## config.mk

```make
export PLATFORM = sky130hd
export DESIGN_NAME = lge_ctrl
export DESIGN_NICKNAME = d
export VERILOG_FILES = /design/src/rtl/core/lge_pkg.sv /design/src/rtl/core/lge_ctrl.sv
export SDC_FILE = /design/constraint.sdc
export NUM_CORES = 1
export LEC_CHECK = 0
export CORE_AREA = 2 2 39 41
export CTS_CLUSTER_SIZE = 25
export DETAILED_ROUTE_END_ITERATION = 12
export DIE_AREA = 0 0 41 43
export DONT_BUFFER_PORTS = 1
export GPL_TIMING_DRIVEN = 1
export PLACE_DENSITY = 0.3
export SLEW_MARGIN = 5
export SYNTH_ARGS = -nofsm -noshare
export SYNTH_HDL_FRONTEND = slang
export SYNTH_SLANG_ARGS = --single-unit
```

## constraint.sdc

```tcl
create_clock -name clk -period 1.99 [get_ports clk]
set_clock_uncertainty 0.2 [all_clocks]
set_input_delay 0.0995 -clock clk [delete_from_list [all_inputs] [get_ports clk]]
set_output_delay 0.0995 -clock clk [all_outputs]
set_load 0.02 [all_outputs]
```

## src/rtl/core/lge_pkg.sv

```systemverilog
// Shared constants, codes and controller/datapath interface types for the life grid engine.
`default_nettype none

package lge_pkg;

	localparam int MAX_COLS = 64;
	localparam int MAX_ROWS = 64;
	localparam int COL_W    = $clog2(MAX_COLS);
	localparam int ROW_W    = $clog2(MAX_ROWS);
	localparam int SIZE_W   = 7;
	localparam int APB_DW   = 32;
	localparam int APB_AW   = 3;

	// Register word index (paddr bit 2)
	localparam logic REG_COLS = 1'b0;
	localparam logic REG_ROWS = 1'b1;

	typedef enum logic [1:0] {
		MODE_WRITE = 2'd0,
		MODE_READ  = 2'd1,
		MODE_STEP  = 2'd2
	} mode_t;

	typedef enum logic [1:0] {
		ST_IDLE,
		ST_CELL,
		ST_FETCH,
		ST_CALC
	} state_t;

	typedef struct packed {
		logic req_load;
		logic cell_do;
		logic step_first;
		logic fetch;
		logic calc;
		logic resp_step;
	} lge_cmd_t;

	typedef struct packed {
		logic rows_empty;
		logic last_row;
	} lge_stat_t;

endpackage

`default_nettype wire

```

## src/rtl/core/lge_ctrl.sv

```systemverilog
// Controller state machine: sequences cell accesses and the row walk of a generation step.
`default_nettype none

module lge_ctrl (
	input  wire logic             clk,
	input  wire logic             arst_n,
	input  wire logic             start,
	input  wire logic [1:0]       mode,
	input  wire lge_pkg::lge_stat_t stat,
	output lge_pkg::lge_cmd_t     cmd,
	output logic                  busy
);

	import lge_pkg::*;

	state_t state_q, state_d;

	always_ff @(posedge clk or negedge arst_n) begin
		if (!arst_n) begin
			state_q <= ST_IDLE;
		end else begin
			state_q <= state_d;
		end
	end

	always_comb begin
		state_d = state_q;
		cmd     = '0;
		busy    = (state_q != ST_IDLE);
		unique case (state_q)
			ST_IDLE: begin
				if (start) begin
					if (mode == MODE_STEP) begin
						if (stat.rows_empty) begin
							cmd.resp_step = 1'b1;
						end else begin
							cmd.step_first = 1'b1;
							state_d        = ST_FETCH;
						end
					end else begin
						cmd.req_load = 1'b1;
						state_d      = ST_CELL;
					end
				end
			end
			ST_CELL: begin
				cmd.cell_do = 1'b1;
				state_d     = ST_IDLE;
			end
			ST_FETCH: begin
				cmd.fetch = 1'b1;
				state_d   = ST_CALC;
			end
			ST_CALC: begin
				cmd.calc = 1'b1;
				if (stat.last_row) begin
					cmd.resp_step = 1'b1;
					state_d       = ST_IDLE;
				end
			end
			default: begin
				state_d = ST_IDLE;
			end
		endcase
	end

endmodule

`default_nettype wire

```

==> Implementation_results.wiki, run 1 <==
{| class="wikitable"
! Metric !! Value
|-
| Outcome || finished, final reports clean
|-
| Worst rel slew slack || 70.4%
|-
| Clock Root Buffer || sky130_fd_sc_hd__clkbuf_4
|-
| Number of buffers between clock root and the deepest sink || 2
|-
| Met2 Resource Use GR || 11.3%
|-
| Clock Latency Late Sink || 220 ps
|-
| Flip-flop and latch count after synthesis || 2
|-
| Peak supply drop || 438 uV
|-
| Reg-to-reg critical path endpoint || state_q[0]
|-
| Core Rows || 14
|-
| Met1 track utilization from global routing || 7.07%
|-
| Instance count of the mapped netlist || 25
|-
| Multi-input gate area in the final layout || approximately 160 sq um
|-
| Number of global-route vias before repair || around 230
|-
| Data required time at the worst endpoint || 1880 ps
|-
| Launch point of the worst reg-to-reg path || state_q[1]
|-
| Leakage dissipation || 0.155 nW
|-
| Core area || 1380 sq um
|-
| CTS tree || built
|-
| Layout Cell Area excl Fill || 339 sq um
|-
| Commonest cells after routing, fill and taps aside || sky130_fd_sc_hd__dlygate4sd3_1 (6), sky130_fd_sc_hd__ha_1 (5), sky130_fd_sc_hd__inv_1 (3), sky130_fd_sc_hd__clkbuf_4 (3)
|-
| Routed WL || 525 um
|-
| Slew at the pin closest to its max-slew limit || approximately 450 ps
|-
| Shortest clock period the worst path allows after layout || ~1800 ps
|-
| Area added between synthesis and finish || 48.1%
|-
| Area enclosed by the die boundary || roughly 1800 sq um
|-
| Worst-path clk slew || 30 ps
|-
| Height of the die || 43 um
|-
| Number of sinks handled by clock tree synthesis || 2
|-
| Initial cell density of the core || about 17%
|-
| Drt wl/cell || 10.3 um
|-
| Achievable frequency || 0.561 GHz
|-
| Net count of the mapped netlist || 37
|-
| Count of final setup violators || 0
|-
| H-tree depth reported by CTS || 1
|-
| Number of filler instances in the final layout || 150
|-
| Area taken by flip-flops and latches || 50.0 sq um
|-
| Total negative setup slack || 0 ps
|-
| Antenna diode instance count || 0
|-
| Via count of the routed design || 211
|-
| Final cycle utilization of the critical path || 89.6%
|-
| Most Used Layer, Global Route || met2
|-
| Fraction of layout cells with a size suffix above 1 || around 17%
|-
| RSZ-0062 raised after global routing || false
|-
| Total power after layout || 0.000460 W
|-
| Horizontal extent of the die || 41 um
|-
| Port-buffer cells || 0
|-
| Post-CTS Setup Bufs || 0
|-
| Remaining number of nets flagged by the antenna check after routing || 0
|-
| Cell variety after synth || 14
|-
| Hold buffer count at CTS || 6
|-
| Initial antenna violation count || 0
|-
| Post-CTS resize count || 0
|-
| Max Transition Viols Final || 0
|-
| Nets || 49
|-
| Data arrival time at the worst-slack endpoint || 1680 ps
|-
| Flop2flop setup slack || 210 ps
|-
| Cell Count, Final, Fillers Out || 51
|-
| Number of hold violations in the final report || 0
|-
| Ratio of total power to cell area || 1360 nW/um^2
|-
| Average vias per placed instance || between 4 and 5
|-
| Share of Yosys cell area claimed by the top area cell type || a little over a quarter
|-
| Maximum number of pins on one net before global-route repair || 6
|-
| Start-to-end type of the worst setup path || register to register
|-
| Maxcap violations || 0
|-
| Critical path launch point || state_q[1]
|-
| # placed instances || 42
|-
| First-pass DRT Iterations || 2
|-
| DP Wirelength || 424 um
|-
| Wire length of the first global-routing pass || 841 um
|-
| Flip-flop count of the largest register, all copies and words added || 2
|-
| Min-Delay Path Class || input pin to register
|-
| Worst setup path endpoint || state_q[0]
|-
| Worst hold margin || 66.8 ps
|-
| Netlist area before placement || around 230 sq um
|-
| Global route total overflow || 0
|-
| Global routing usage summed across all routing layers || 7.33%
|-
| Leading registers by flop count || state_q: 2 flops
|-
| Yosys Warn Count || 0
|-
| Post-detailed-route DRC marker count || 0
|-
| Routing usage on met3 || 1.57%
|-
| Register-to-Register Path Depth || 5
|-
| Biggest area contributors in the synthesized netlist || sky130_fd_sc_hd__ha_1 (27%), sky130_fd_sc_hd__dfrtp_1 (22%), sky130_fd_sc_hd__mux2i_1 (8.7%)
|-
| DP Area || 256 sq um
|-
| First-iteration detailed-routing DRC count || 1
|-
| Worst Path Max Fanout || 4
|-
| Total CTS buffers || 3
|-
| Top reg by flops || state_q
|-
| Crit path launch type || register
|-
| Sequential fraction of the synthesis area || between 20% and 30%
|-
| Synth Area per Inst || 9.16 sq um
|-
| Number of top-level design ports || 14
|-
| Routability cong. || 0.718
|-
| Most frequent standard cell in the layout excluding fill and tap cells || sky130_fd_sc_hd__dlygate4sd3_1
|-
| Largest area contributor in the synthesized netlist || sky130_fd_sc_hd__ha_1
|-
| Nature of the critical path endpoint || register
|}
## report_power, final
part	switching [W]	internal, W
sequential	0.0000185	0.0000615
clock	0.0000221	0.0000664
combinational	0.000185	0.000106
total	0.000226	0.000234
## critical path: stages (launching register included)
cell and delay [ps]:
sky130_fd_sc_hd__dfrtp_1 390, sky130_fd_sc_hd__inv_1 120, sky130_fd_sc_hd__ha_1 250, sky130_fd_sc_hd__inv_2 100, sky130_fd_sc_hd__o221ai_2 230, sky130_fd_sc_hd__mux2_1 350
## cells in the mapped netlist, drive strengths merged
master / n
and2b: 1
mux2: 1
mux2i: 2
nand4b: 1
inv: 4
nor2: 2
nand2: 2
dfrtp: 2
a21oi: 2
ha: 5
nor3b: 1
nand4: 1
o221ai: 1
## how the worst min path moves through the flow
stage	endpoint	slack [ps]	from	cells past startpoint
floorplan	state_q[0]	-400	arst_n	0
global placement	state_q[1]	-400	arst_n	0
detailed placement	state_q[1]	-400	arst_n	0
CTS	state_q[1]	60	mode[0]	3
global route	state_q[1]	100	mode[0]	3
finish	state_q[1]	70	mode[0]	3
## final cells by class
cell class	instances	share of cell area [%]
flip-flops and latches	2	14.8
inverters	4	4.43
clock buffers	3	6.64
multi-input cells	19	48.3
repair buffers	7	19.9
well taps	16	5.90
## per-stage QoR
| stage | util (%) | setup WS (ps) |
|---|---|---|
| 6_report | 24.5 | 208 |
| 3_3_place_gp | 18.5 | 227 |
| 2_1_floorplan | - | 333 |
| 5_1_grt | 24.5 | 124 |
| 4_1_cts | 24.5 | 212 |
| 3_5_place_dp | 18.5 | 219 |
## cells by family (layout without fill, tap and decap cells)
logic type	after synthesis	after routing	share of synthesized area, %
AO/OA/AOI/OAI	3	3	10.9
multiplexers	3	3	13.7
adder cells (fa/ha/maj)	5	5	27.3
buffers and inverters	4	14	6.56
AND/OR/NAND/NOR	8	8	19.7
flip-flops	2	2	21.9
## per-layer routing
metal | up-vias | share of wire (%)
met5 | - | 0
met4 | 0 | 0
met3 | 0 | 3.6
met2 | 3 | 61
met1 | 101 | 35
li1 | 107 | -
(Power assumes the default switching activity.)
==> run 2, diff against run 1 <==
--- a/config.mk
+++ b/config.mk
@@ -5,6 +5,7 @@
 export SDC_FILE = /design/constraint.sdc
 export NUM_CORES = 1
 export LEC_CHECK = 0
+export ABC_CLOCK_PERIOD_IN_PS = 2300
 export CORE_AREA = 2 2 39 41
 export CTS_CLUSTER_SIZE = 25
 export DETAILED_ROUTE_END_ITERATION = 12
==> constraint.sdc (replaced) <==
create_clock -name clk -period 2.3 [get_ports clk]
set_clock_uncertainty 0.2 [all_clocks]
set_input_delay 0.115 -clock clk [delete_from_list [all_inputs] [get_ports clk]]
set_output_delay 0.115 -clock clk [all_outputs]
set_load 0.02 [all_outputs]
==> Implementation_results.wiki, run 2 (synthesis results as in run 1) <==
{| class="wikitable"
! Metric !! Value
|-
| Outcome || finished, final reports clean
|-
| Maxcap violations || 0 (unchanged)
|-
| Achievable frequency || 0.467 GHz (-17%)
|-
| Clock Root Buffer || sky130_fd_sc_hd__clkbuf_4
|-
| Core area || 1380 sq um (unchanged)
|-
| Number of sinks handled by clock tree synthesis || 2 (unchanged)
|-
| Setup slack after placement || 529 ps (+310 ps)
|-
| Height of the die || 43 um (unchanged)
|-
| Cell Count, Final, Fillers Out || 49 (-3.9%)
|-
| Final cycle utilization of the critical path || 93.1% (+3.6 points)
|-
| Post-CTS resize count || 0 (unchanged)
|-
| Count of final setup violators || 0 (unchanged)
|-
| Number of global-route vias before repair || 226 (-2.6%)
|-
| Max Transition Viols Final || 0 (unchanged)
|-
| Initial cell density of the core || 16.5% (unchanged)
|-
| First-iteration detailed-routing DRC count || 0 (-1)
|-
| Total CTS buffers || 3 (unchanged)
|-
| Slew at the pin closest to its max-slew limit || 445 ps (-1.04 ps)
|-
| Data required time at the worst endpoint || 2240 ps (+360 ps)
|-
| Port-buffer cells || 0 (unchanged)
|-
| Data arrival time at the worst-slack endpoint || 2080 ps (+400 ps)
|-
| Flip-flop count of the largest register, all copies and words added || 2 (unchanged)
|-
| Total power after layout || 0.000407 W (-12%)
|-
| Core Rows || 14 (unchanged)
|-
| Leading registers by flop count || state_q: 2 flops
|-
| Maximum number of pins on one net before global-route repair || 6 (unchanged)
|-
| Min-Delay Path Depth || 2 (-1)
|-
| Number of buffers between clock root and the deepest sink || 2 (unchanged)
|-
| Worst Path Max Fanout || 4 (unchanged)
|-
| Post-CTS Setup Bufs || 0 (unchanged)
|-
| Area added between synthesis and finish || 39.3%
|-
| Peak supply drop || 418 uV (-4.4%)
|-
| Worst rel slew slack || 70.5% (about the same)
|-
| First-pass DRT Iterations || 1 (-1)
|-
| Worst-path clk slew || 30 ps (about the same)
|-
| Routability cong. || 0.718 (unchanged)
|-
| Minimum setup slack in the final design || 158 ps (-49.7 ps)
|-
| Area enclosed by the die boundary || 1760 sq um (unchanged)
|-
| Routed WL || 518 um (-1.3%)
|-
| Ratio of total power to cell area || 1270 nW/um^2 (-6.0%)
|-
| Start-to-end type of the worst setup path || register to register
|-
| Horizontal extent of the die || 41 um (unchanged)
|-
| Crit path launch type || register
|-
| Remaining number of nets flagged by the antenna check after routing || 0 (unchanged)
|-
| Register-to-Register Path Depth || 6 (+1)
|-
| Top reg by flops || state_q
|-
| Nets || 47 (-4.1%)
|-
| H-tree depth reported by CTS || 1 (unchanged)
|-
| Total negative setup slack || 0 ps (unchanged)
|-
| Global route total overflow || 0 (unchanged)
|-
| Clock Latency Late Sink || 220 ps (about the same)
|-
| Number of hold violations in the final report || 0 (unchanged)
|-
| Fraction of the core area covered by cells at the end of the flow || 23.1% (-1.4 points)
|-
| Most frequent standard cell in the layout excluding fill and tap cells || sky130_fd_sc_hd__ha_1
|-
| Min-Delay Path Class || input pin to register
|-
| Commonest cells after routing, fill and taps aside || sky130_fd_sc_hd__ha_1 (5), sky130_fd_sc_hd__dlygate4sd3_1 (4), sky130_fd_sc_hd__inv_1 (3), sky130_fd_sc_hd__clkbuf_4 (3)
|-
| Global routing usage summed across all routing layers || 7.43% (+0.10 points)
|-
| Initial antenna violation count || 0 (unchanged)
|-
| Average vias per placed instance || 4.00 (-3.3%)
|-
| Drt wl/cell || 10.6 um (+2.7%)
|-
| Leakage dissipation || 0.147 nW (-4.7%)
|-
| Number of top-level design ports || 14 (unchanged)
|-
| Wire length of the first global-routing pass || 848 um (+0.83%)
|-
| Antenna diode instance count || 0 (unchanged)
|-
| DP Wirelength || 424 um (unchanged)
|-
| CTS tree || built
|-
| Nature of the critical path endpoint || register
|-
| Fraction of layout cells with a size suffix above 1 || 18.2% (+1.0 points)
|-
| Shortest clock period the worst path allows after layout || 2140 ps (+360 ps)
|-
| Via count of the routed design || 196 (-7.1%)
|-
| # placed instances || 42 (unchanged)
|-
| RSZ-0062 raised after global routing || false
|-
| Post-detailed-route DRC marker count || 0 (unchanged)
|}
-- run 2: stage by stage --
step | area [sq um] | hold WS, ps
6_report | 319 | 31.9
5_1_grt | 319 | 43.5
4_1_cts | 319 | 11.9
3_5_place_dp | 256 | -381
3_3_place_gp | 256 | -381
2_1_floorplan | 229 | -381
-- run 2: layout make-up --
cell class | count | area (sq um)
Tap cell | 16 | 20.0
Clock buffer | 3 | 22.5
Timing Repair Buffer | 5 | 47.5
Fill cell | 151 | 1060
Sequential cell | 2 | 50.0
Multi-Input combinational cell | 19 | 164
Inverter | 4 | 15.0
-- run 2: worst paths after layout --
kind / startpoint / end / slack [ps]
min reg2reg: state_q[0] / state_q[0] / 380
min in group asynchronous: arst_n / state_q[1] / 450
max: state_q[1] / state_q[1] / 160
min: stat[0] / state_q[0] / 30
max in group asynchronous: arst_n / state_q[0] / 1320
max reg2reg: state_q[1] / state_q[1] / 160
-- run 2: metal layers --
metal | share of wire [%] | routed length [um] | vias up | global-route usage, %
li1 | - | - | 103 | -
met1 | 34 | 176 | 90 | 7.07
met2 | 62 | 322 | 3 | 11.6
met3 | 3.7 | 19 | 0 | 1.57
met4 | 0 | 0 | 0 | 8.00
met5 | 0 | 0 | - | 0
-- run 2: power by group --
group | total [W] | internal, W | switching [W]
registers | 0.0000691 | 0.0000532 | 0.0000159
clock network | 0.0000766 | 0.0000575 | 0.0000191
logic | 0.000261 | 0.0000991 | 0.000162
-- run 2: worst max-delay path: stages (launching register included) --
cell and delay (ps):
sky130_fd_sc_hd__dfrtp_1 390, sky130_fd_sc_hd__inv_1 120, sky130_fd_sc_hd__ha_1 240, sky130_fd_sc_hd__inv_2 100, sky130_fd_sc_hd__o221ai_2 220, sky130_fd_sc_hd__dlygate4sd3_1 610
sky130_fd_sc_hd__mux2i_1 180
-- run 2: repair_timing --
| action | 4_1_cts | 5_1_grt |
|---|---|---|
| hold endpoints to repair | 3 | 0 |
| hold buffers | 4 | 0 |
| endpoints found under the setup margin | 0 | 0 |
==> run 3, diff against run 2 <==
--- a/config.mk
+++ b/config.mk
@@ -7,6 +7,7 @@
 export LEC_CHECK = 0
 export ABC_CLOCK_PERIOD_IN_PS = 2300
 export CORE_AREA = 2 2 39 41
+export CTS_BUF_LIST = sky130_fd_sc_hd__clkbuf_8
 export CTS_CLUSTER_SIZE = 25
 export DETAILED_ROUTE_END_ITERATION = 12
 export DIE_AREA = 0 0 41 43
==> Implementation_results.wiki, run 3 (synthesis results as in run 1) <==
{| class="wikitable"
! Metric !! Value
|-
| Outcome || finished, final reports clean
|-
| Clock Root Buffer || sky130_fd_sc_hd__clkbuf_8
|-
| Number of hold violations in the final report || 0 (unchanged)
|-
| Nets || 47 (unchanged)
|-
| Flip-flop count of the largest register, all copies and words added || 2 (unchanged)
|-
| Routed WL || 528 um (+1.9%)
|-
| Achievable frequency || 0.467 GHz (about the same)
|-
| Worst hold margin || 44.7 ps (+12.7 ps)
|-
| First-iteration detailed-routing DRC count || 0 (unchanged)
|-
| Shortest clock period the worst path allows after layout || 2140 ps (-0.853 ps)
|-
| Most frequent standard cell in the layout excluding fill and tap cells || sky130_fd_sc_hd__ha_1
|-
| Via count of the routed design || 194 (-1.0%)
|-
| Commonest cells after routing, fill and taps aside || sky130_fd_sc_hd__ha_1 (5), sky130_fd_sc_hd__dlygate4sd3_1 (4), sky130_fd_sc_hd__inv_1 (3), sky130_fd_sc_hd__clkbuf_8 (3)
|-
| Peak supply drop || 515 uV (+23%)
|-
| Max Transition Viols Final || 0 (unchanged)
|-
| Multi-input gate area in the final layout || 164 sq um (unchanged)
|-
| Data required time at the worst endpoint || 2230 ps (about the same)
|-
| Ratio of total power to cell area || 1380 nW/um^2 (+8.4%)
|-
| Maxcap violations || 0 (unchanged)
|-
| Data arrival time at the worst-slack endpoint || 2070 ps (about the same)
|-
| Wire length of the first global-routing pass || 848 um (unchanged)
|-
| Worst Path Max Fanout || 4 (unchanged)
|-
| Worst rel slew slack || 70.5% (unchanged)
|-
| Post-detailed-route DRC marker count || 0 (unchanged)
|-
| Worst-path clk slew || 30 ps (about the same)
|-
| Leakage dissipation || 0.155 nW (+5.3%)
|-
| Hold buffer count at CTS || 4 (unchanged)
|-
| H-tree depth reported by CTS || 1 (unchanged)
|-
| Number of global-route vias before repair || 226 (unchanged)
|-
| CTS tree || built
|-
| Average vias per placed instance || 3.96 (-1.0%)
|-
| Fraction of the core area covered by cells at the end of the flow || 24.4% (+1.4 points)
|-
| Drt wl/cell || 10.8 um (+1.9%)
|-
| Crit-path leading delay family || buffers and inverters
|-
| Number of sinks handled by clock tree synthesis || 2 (unchanged)
|-
| Port-buffer cells || 0 (unchanged)
|-
| Area taken by flip-flops and latches || 50.0 sq um (unchanged)
|-
| Cells traversed along the worst timing path || inv_1, ha_1, inv_2, o221ai_2, dlygate4sd3_1, mux2i_1
|-
| Number of filler instances in the final layout || 147 (-2.6%)
|-
| Fraction of layout cells with a size suffix above 1 || 18.2% (unchanged)
|-
| Number of top-level design ports || 14 (unchanged)
|-
| Core area || 1380 sq um (unchanged)
|-
| Routability cong. || 0.718 (unchanged)
|-
| Antenna diode instance count || 0 (unchanged)
|-
| Remaining number of nets flagged by the antenna check after routing || 0 (unchanged)
|-
| Crit-path max cell delay || 610 ps (about the same)
|-
| Slowest CP cell || sky130_fd_sc_hd__dlygate4sd3_1
|-
| Top reg by flops || state_q
|-
| Global routing usage summed across all routing layers || 7.43% (unchanged)
|-
| Start-to-end type of the worst setup path || register to register
|-
| First-pass DRT Iterations || 1 (unchanged)
|-
| RSZ-0062 raised after global routing || false
|-
| Clock Latency Late Sink || 210 ps (about the same)
|-
| Crit path launch type || register
|-
| Height of the die || 43 um (unchanged)
|-
| Min-Delay Path Class || input pin to register
|-
| Horizontal extent of the die || 41 um (unchanged)
|-
| Nature of the critical path endpoint || register
|-
| Area added between synthesis and finish || 47.5%
|-
| Total CTS buffers || 3 (unchanged)
|-
| Core Rows || 14 (unchanged)
|-
| Count of final setup violators || 0 (unchanged)
|-
| WP buf/inv || 3 (unchanged)
|-
| Area enclosed by the die boundary || 1760 sq um (unchanged)
|-
| Initial antenna violation count || 0 (unchanged)
|-
| Leading registers by flop count || state_q: 2 flops
|-
| Final cycle utilization of the critical path || 93.1% (about the same)
|-
| Slew at the pin closest to its max-slew limit || 445 ps (unchanged)
|-
| Initial cell density of the core || 16.5% (unchanged)
|-
| Post-CTS resize count || 0 (unchanged)
|-
| Global route total overflow || 0 (unchanged)
|-
| DP Wirelength || 424 um (unchanged)
|-
| Total negative setup slack || 0 ps (unchanged)
|-
| Number of buffers between clock root and the deepest sink || 2 (unchanged)
|-
| Post-CTS Setup Bufs || 0 (unchanged)
|-
| Maximum number of pins on one net before global-route repair || 6 (unchanged)
|}
run 3: path summary, 6_finish.rpt:
path,startpoint,endpoint,slack (ps),cells past startpoint
min in group asynchronous,arst_n,state_q[1],470,2
setup reg to reg,state_q[1],state_q[1],160,6
setup / recovery,state_q[1],state_q[1],160,6
hold / removal,stat[0],state_q[0],40,2
hold reg to reg,state_q[0],state_q[0],380,1
max in group asynchronous,arst_n,state_q[0],1310,2
run 3: report_power, final:
part | internal, W | total, W | switching (W) | leakage, nW
registers | 0.0000532 | 0.0000691 | 0.0000159 | 0.0252
clock network | 0.000111 | 0.000137 | 0.0000260 | 0.0216
logic | 0.0000991 | 0.000261 | 0.000162 | 0.108
run 3: routing by layer:
metal	vias to the layer above	global-route usage (%)	routed length (um)
met4	0	8.00	0
li1	102	-	-
met3	0	1.57	18
met1	89	7.07	184
met5	-	0	0
met2	3	11.6	324
run 3: stage by stage:
stage | total power (W) | std cells | area, sq um | setup slack [ps]
6_report | 0.000467 | 49 | 338 | 159
5_1_grt | 0.000499 | 49 | 338 | 32.0
3_3_place_gp | 0.000315 | 42 | 256 | 537
4_1_cts | 0.000477 | 49 | 338 | 166
2_1_floorplan | 0.000277 | 25 | 229 | 643
3_5_place_dp | 0.000317 | 42 | 256 | 529
run 3: area by class of cell:
class | instances | share of cell area [%]
Multi-Input combinational cell | 19 | 48.5
Sequential cell | 2 | 14.8
Timing Repair Buffer | 5 | 14.1
Inverter | 4 | 4.44
Tap cell | 16 | 5.93
Clock buffer | 3 | 12.2
